**src/hdl/mcc_pkg.sv**
```systemverilog
// shared types and constants for the fewest-coins change block
// no dependencies
`default_nettype none

package mcc_pkg;

    localparam int AMT_W           = 10;  // amount and table index width
    localparam int CNT_W           = 10;  // coin count width
    localparam int COIN_W          = 10;  // denomination width
    localparam int CCNT_W          = 3;   // coin_count register width
    localparam int ENTRY_W         = CNT_W + 1;  // reachable bit over count
    localparam int NUM_COIN_REGS   = 4;
    localparam int COIN_IDX_W      = 2;
    localparam int MAX_COINS       = 4;
    localparam int DEF_TABLE_DEPTH = 1024;
    localparam int CFG_IDX_W       = 3;

    // register reset values
    localparam logic [COIN_W-1:0] COIN_RST [NUM_COIN_REGS] = '{
        10'd25, 10'd10, 10'd5, 10'd1
    };
    localparam logic [CCNT_W-1:0] COIN_COUNT_RST = 3'd4;

    // configuration register map
    typedef enum logic [CFG_IDX_W-1:0] {
        REG_COIN_A     = 3'd0,
        REG_COIN_B     = 3'd1,
        REG_COIN_C     = 3'd2,
        REG_COIN_D     = 3'd3,
        REG_COIN_COUNT = 3'd4
    } t_cfg_reg;

    // controller to datapath commands
    typedef struct packed {
        logic                  load;
        logic                  init;
        logic                  issue;
        logic                  write;
        logic                  done;
        logic [COIN_IDX_W-1:0] coin_idx;
    } t_cmd;

    // datapath to controller status
    typedef struct packed {
        logic              amt_zero;
        logic              oversize;
        logic              last_v;
        logic [CCNT_W-1:0] used;
    } t_sts;

endpackage

`default_nettype wire

```
**src/hdl/mcc_ctrl.sv**
```systemverilog
// sequencer for the table fill: walks entries and coins, issues commands
// depends on mcc_pkg
`default_nettype none

module mcc_ctrl (
    input  wire logic          i_clk,
    input  wire logic          i_rst_n,
    input  wire logic          i_start,
    input  wire mcc_pkg::t_sts i_sts,
    output mcc_pkg::t_cmd      o_cmd,
    output logic               o_busy
);
    import mcc_pkg::*;

    typedef enum logic [2:0] {
        S_IDLE,
        S_INIT,
        S_ISSUE,
        S_WRITE,
        S_DONE
    } t_state;

    t_state                r_state;
    logic                  r_busy;
    logic [COIN_IDX_W-1:0] r_k;

    // state, busy flag and coin index
    always_ff @(posedge i_clk) begin
        if (!i_rst_n) begin
            r_state <= S_IDLE;
            r_busy  <= 1'b0;
            r_k     <= '0;
        end else begin
            case (r_state)
                S_IDLE: begin
                    if (i_start && !r_busy) begin
                        r_state <= S_INIT;
                        r_busy  <= 1'b1;
                    end
                end
                S_INIT: begin
                    r_k <= '0;
                    if (i_sts.oversize || i_sts.amt_zero) begin
                        r_state <= S_DONE;
                    end else if (i_sts.used == '0) begin
                        r_state <= S_WRITE;
                    end else begin
                        r_state <= S_ISSUE;
                    end
                end
                S_ISSUE: begin
                    if (CCNT_W'(r_k) + 3'd1 == i_sts.used) begin
                        r_state <= S_WRITE;
                    end else begin
                        r_k <= r_k + 1'b1;
                    end
                end
                S_WRITE: begin
                    r_k <= '0;
                    if (i_sts.last_v) begin
                        r_state <= S_DONE;
                    end else if (i_sts.used == '0) begin
                        r_state <= S_WRITE;
                    end else begin
                        r_state <= S_ISSUE;
                    end
                end
                S_DONE: begin
                    r_state <= S_IDLE;
                    r_busy  <= 1'b0;
                end
                default: begin
                    r_state <= S_IDLE;
                    r_busy  <= 1'b0;
                end
            endcase
        end
    end

    // command decode
    always_comb begin
        o_cmd          = '0;
        o_cmd.load     = (r_state == S_IDLE) && i_start && !r_busy;
        o_cmd.init     = (r_state == S_INIT);
        o_cmd.issue    = (r_state == S_ISSUE);
        o_cmd.write    = (r_state == S_WRITE);
        o_cmd.done     = (r_state == S_DONE);
        o_cmd.coin_idx = r_k;
    end

    assign o_busy = r_busy;

endmodule

`default_nettype wire

```
**config.mk**
```make
export PLATFORM = sky130hd
export DESIGN_NAME = mcc_ctrl
export DESIGN_NICKNAME = d
export VERILOG_FILES = /design/src/hdl/mcc_pkg.sv /design/src/hdl/mcc_ctrl.sv
export SDC_FILE = /design/constraint.sdc
export NUM_CORES = 1
export LEC_CHECK = 0
export ABC_AREA = 1
export BUFFER_PORTS_ARGS = -buffer_cell sky130_fd_sc_hd__buf_2
export CAP_MARGIN = 20
export CELL_PAD_IN_SITES_DETAIL_PLACEMENT = 1
export CELL_PAD_IN_SITES_GLOBAL_PLACEMENT = 1
export CORE_MARGIN = 4
export CORE_UTILIZATION = 25
export DETAILED_ROUTE_END_ITERATION = 6
export PLACE_DENSITY_LB_ADDON = 0.1
export SETUP_SLACK_MARGIN = 0.1
export SLEW_MARGIN = 30
export SYNTH_ARGS = -nofsm -noshare
export SYNTH_HDL_FRONTEND = slang
export SYNTH_SLANG_ARGS = --single-unit
```
**constraint.sdc**
```tcl
create_clock -name i_clk -period 1.2 [get_ports i_clk]
set_input_delay 0.12 -clock i_clk [delete_from_list [all_inputs] [get_ports i_clk]]
set_output_delay 0.12 -clock i_clk [all_outputs]
set_load 0.1 [all_outputs]
```
* Word level (Yosys, flattened, before mapping)
Index checks and enable logic that the tools add are counted.
** Operators by class
- Add/subtract/negate cells :: 2
- Reductions and logical operators :: 13
- Eq/ne operators :: 8
- Bitwise gates (word level) :: 1
- Multiplexer cells :: 10
** Operators by type and width (count)
- 3-bit two-way mux :: 4
- 3-bit case mux with 4 select lines :: 1
- 3-bit by 2-bit equality test with 1-bit output, second input constant :: 2
- 3-bit zero test :: 2
- 2-bit AND reduction :: 3
- 2-bit != test, second input constant :: 2
- 2-bit case mux with 2 select lines :: 1
- 2-bit by 1-bit adder with 3-bit output, second input constant :: 1
- 3-bit by 1-bit equality test with 1-bit output, second input constant :: 1
- 3-bit equality test :: 1
- 3-bit equality test, second input constant :: 1
- 1-bit logical AND :: 3
- 3-bit OR reduction :: 1
- 2-bit by 1-bit adder with 2-bit output, second input constant :: 1
- 1-bit two-way mux :: 2
- 2-bit two-way mux :: 1
- 2-bit by 1-bit != test with 1-bit output, second input constant :: 1
- 1-bit case mux with 2 select lines :: 1
- 2-bit nonzero test :: 1
- 2-bit OR reduction :: 1
- 1-bit zero test :: 1
- 1-bit logical OR :: 1
- 1-bit NOT :: 1
** Word-level totals
- Register bits :: 6
- Input port bits :: 9

* Logic depth before layout (Yosys ltp)
- Depth in word-level cells :: 4
- Gate-level depth with buffers :: 9
- Mapped depth without buffers :: 9

* Worst setup path before layout
Ideal clock, no wire load.
- Path kind :: register -> output
- Start point :: reg r_state[2]
- End point :: out o_cmd[2] (netlist bit)
- Buffers on the path :: 0
- Data arrival time :: 2.447 ns
- Cell stages (with the launch flop) :: 3
- Required time :: 1.080 ns
- Path slack :: -1.367 ns
- Cells stage by stage :: dfxtp_1 inv_2 nor3_1
** RTL lines
- start: declaration :: RTL line mcc_ctrl.sv:23 : t_state r_state;
- start signal: assignment :: RTL line mcc_ctrl.sv:30 : r_state <= S_IDLE;
- start signal: assignment :: RTL line mcc_ctrl.sv:37 : r_state <= S_INIT;
- start signal: assignment :: RTL line mcc_ctrl.sv:44 : r_state <= S_DONE;
- end: declaration :: RTL line mcc_ctrl.sv:10 : output mcc_pkg::t_cmd o_cmd,

==> metrics <==
status=complete, but fails checks; failing checks=setup timing; Slew @ Worst Pin=0.2900 ns; antenna violations before repair=0; Max Cap Viol=0; Synth Area in Compound Gates=10.53%; I/O Buffers=16; largest family of logic cells by synthesized area=simple AND/OR/NAND/NOR gates; Final Hold Viols=0; Clock Root Buffer=clkbuf_4; setup violators final=8; Net Count, Synth=79; final core utilization=54.84%; WL/cell=12.93 µm; CP endpoint kind=output port; Final min period=1.315 ns; CORE AREA=1524 µm²; xor and xnor area share after synthesis=2.167%; largest stage delay on the critical path=0.36 ns; Distinct cells, synth=15; Rows=14; grt total ovfl=0; Tcrit/Tclk final=109.5%; Crit path arrival time=1.19 ns; Slew headroom=80.61%; leading cell types in the layout, fill and taps excluded=nand2_1, buf_2, buf_12; Clock Path Buffers=2; hold path cells=3; clk_skew=0.005355 ns; layout cells sized above 1=62.24%; design area=835.8 µm²; worst IR drop on VDD=0.0008641 V; DIE HEIGHT=48.21 µm; vias per inst=4.658; yosys warns=0; commonest non-fill, non-tap cell in the layout=nand2_1; slowest cell on the critical path=dfxtp_4; leakage=0.3788 nW; Final TNS setup=-0.7161 ns; Post-Synth Adder-Cell Area=3.096%; first-pass GRT wire length=2484 µm; clock buffer count from CTS=3; synthesized area per cell=5.857 µm²; Critical Path Source Type=flip-flop; RSZ-0062 raised after global routing=yes; post-synthesis instance area=404.1 µm²; Post-Synthesis Cells=69; RePlAce Congestion=0.6899; Pwr Density=1437 nW/µm²; Detailed Place HPWL=1021 µm; PnR worst setup slack=-0.1146 ns; P&R area growth vs syn=106.8%; final WL=1474 µm; R2R cell count=9; Starting Density=26.52%; count of nets after finishing=110; # DRC=0; placed cells=104; antenna diode instance count=0; critical-path maximum fanout=3; vias in the first global route=573; kind of critical path=flip-flop to output port; Post-Synth Simple-Gate Area=40.56%; Worst-path clk slew=0.05 ns; Non-Filler Instances=114; CTS H-Tree Depth=1; Die Area=2324 µm²; final slew viol count=0; Skew-Pair Late Insertion Delay=0.25 ns; Worst Hold Class=primary input to flip-flop; met1 Track Usage GR=16.81%; GRT Total Usage=16.13%; clock sinks=6; # IOs=17; fmax=0.7607 GHz; post-route ant nets=0; met2 global-route usage=29.95%; Critical Path RT=1.08 ns; Iteration-0 DRC Markers=3; GRT busiest layer=met2; Detailed Routing Iterations Pass 1=2; Horiz. Die Dim=48.21 µm; post-synthesis sequential area ratio=29.72%; multiplexer area fraction after synthesis=0%; CTS tree=built; dpl cell area=693.2 µm²; synthesized flop and latch total=6; critical path cell sequence=inv_4 -> nand3_2 -> nor2_2 -> nand2_2 -> clkinvlp_4 -> buf_12; via count=531; pre-CTS setup slack=-0.1621 ns; largest net degree at the start of global routing=7; met3 usage=5.535%
## kinds of logic (layout without fill, tap and decap cells)
logic type / Yosys count / after routing
DFF: 6 / 6
buffers and inverters: 15 / 44
xor gates and xnor gates: 1 / 1
and+or+nand+nor: 38 / 38
AOI/OAI and AO/OA: 8 / 8
adders and majority gates: 1 / 1
## area by class of cell
class	instances	area (µm²)
fillers	195	688.2
multi-input cells	48	294.0
repair buffers	26	286.5
well taps	16	20.02
clock buffers	3	22.52
inverters	15	75.07
flip-flops and latches	6	137.6
## state kept, by name (all words and copies together), names as in the netlist
| register | flops |
|---|---|
| o_busy | 1 |
| r_state | 3 |
| r_k | 2 |
## report_power, final
part	leakage [nW]	total, mW	switching (mW)	internal, mW
Clock	0.0138	0.189	0.0761	0.113
Combinational	0.312	0.741	0.457	0.284
Sequential	0.0528	0.271	0.0381	0.233
Total	0.379	1.20	0.571	0.630
## synth_stat cells, drive strengths merged
master | n | area, µm²
ha | 1 | 12.51
nand2 | 20 | 75.07
nor3 | 2 | 15.01
nor2 | 11 | 46.29
dfxtp | 6 | 120.1
a21oi | 6 | 30.03
inv | 15 | 56.31
xnor2 | 1 | 8.760
nand3b | 1 | 7.510
o21ai | 1 | 5.000
o21a | 1 | 7.510
nand3 | 4 | 20.02
## final timing paths
check,slack [ns],from,end
hold / removal,0.08,i_rst_n,r_state[1]
setup / recovery,-0.11,r_state[2],o_cmd[6]
setup reg to reg,-0.09,r_k[1],r_state[0]
hold reg to reg,0.55,o_busy,o_busy
## worst max-delay path, delay by kind of cell (launching register included)
kind                   cells  cell delay, ns
buffers and inverters      3            0.33
AND/OR/NAND/NOR            3            0.27
flip-flops                 1            0.36
## through the flow
step                      hold slack [ns]  power (mW)
after global placement             0.3306      0.9031
after floorplan                    0.2176      0.6843
final                             0.08294       1.201
after CTS                         0.08995       1.176
after global routing               0.1149       1.266
after detailed placement           0.3319      0.9131
## what timing repair did
action | in CTS | in global routing
hold buffers | 0 | 0
pin swaps | 6 | 5
resized for setup | 13 | 8
endpoints found under the setup margin | 10 | 11
buffers inserted | 5 | 2
## metal layers
layer	wire, µm	part of all wire (%)
met1	531	36
met5	0	0
met4	12	0.81
met2	862	58
met3	67	4.5
Power figures use the tool's default switching activity.
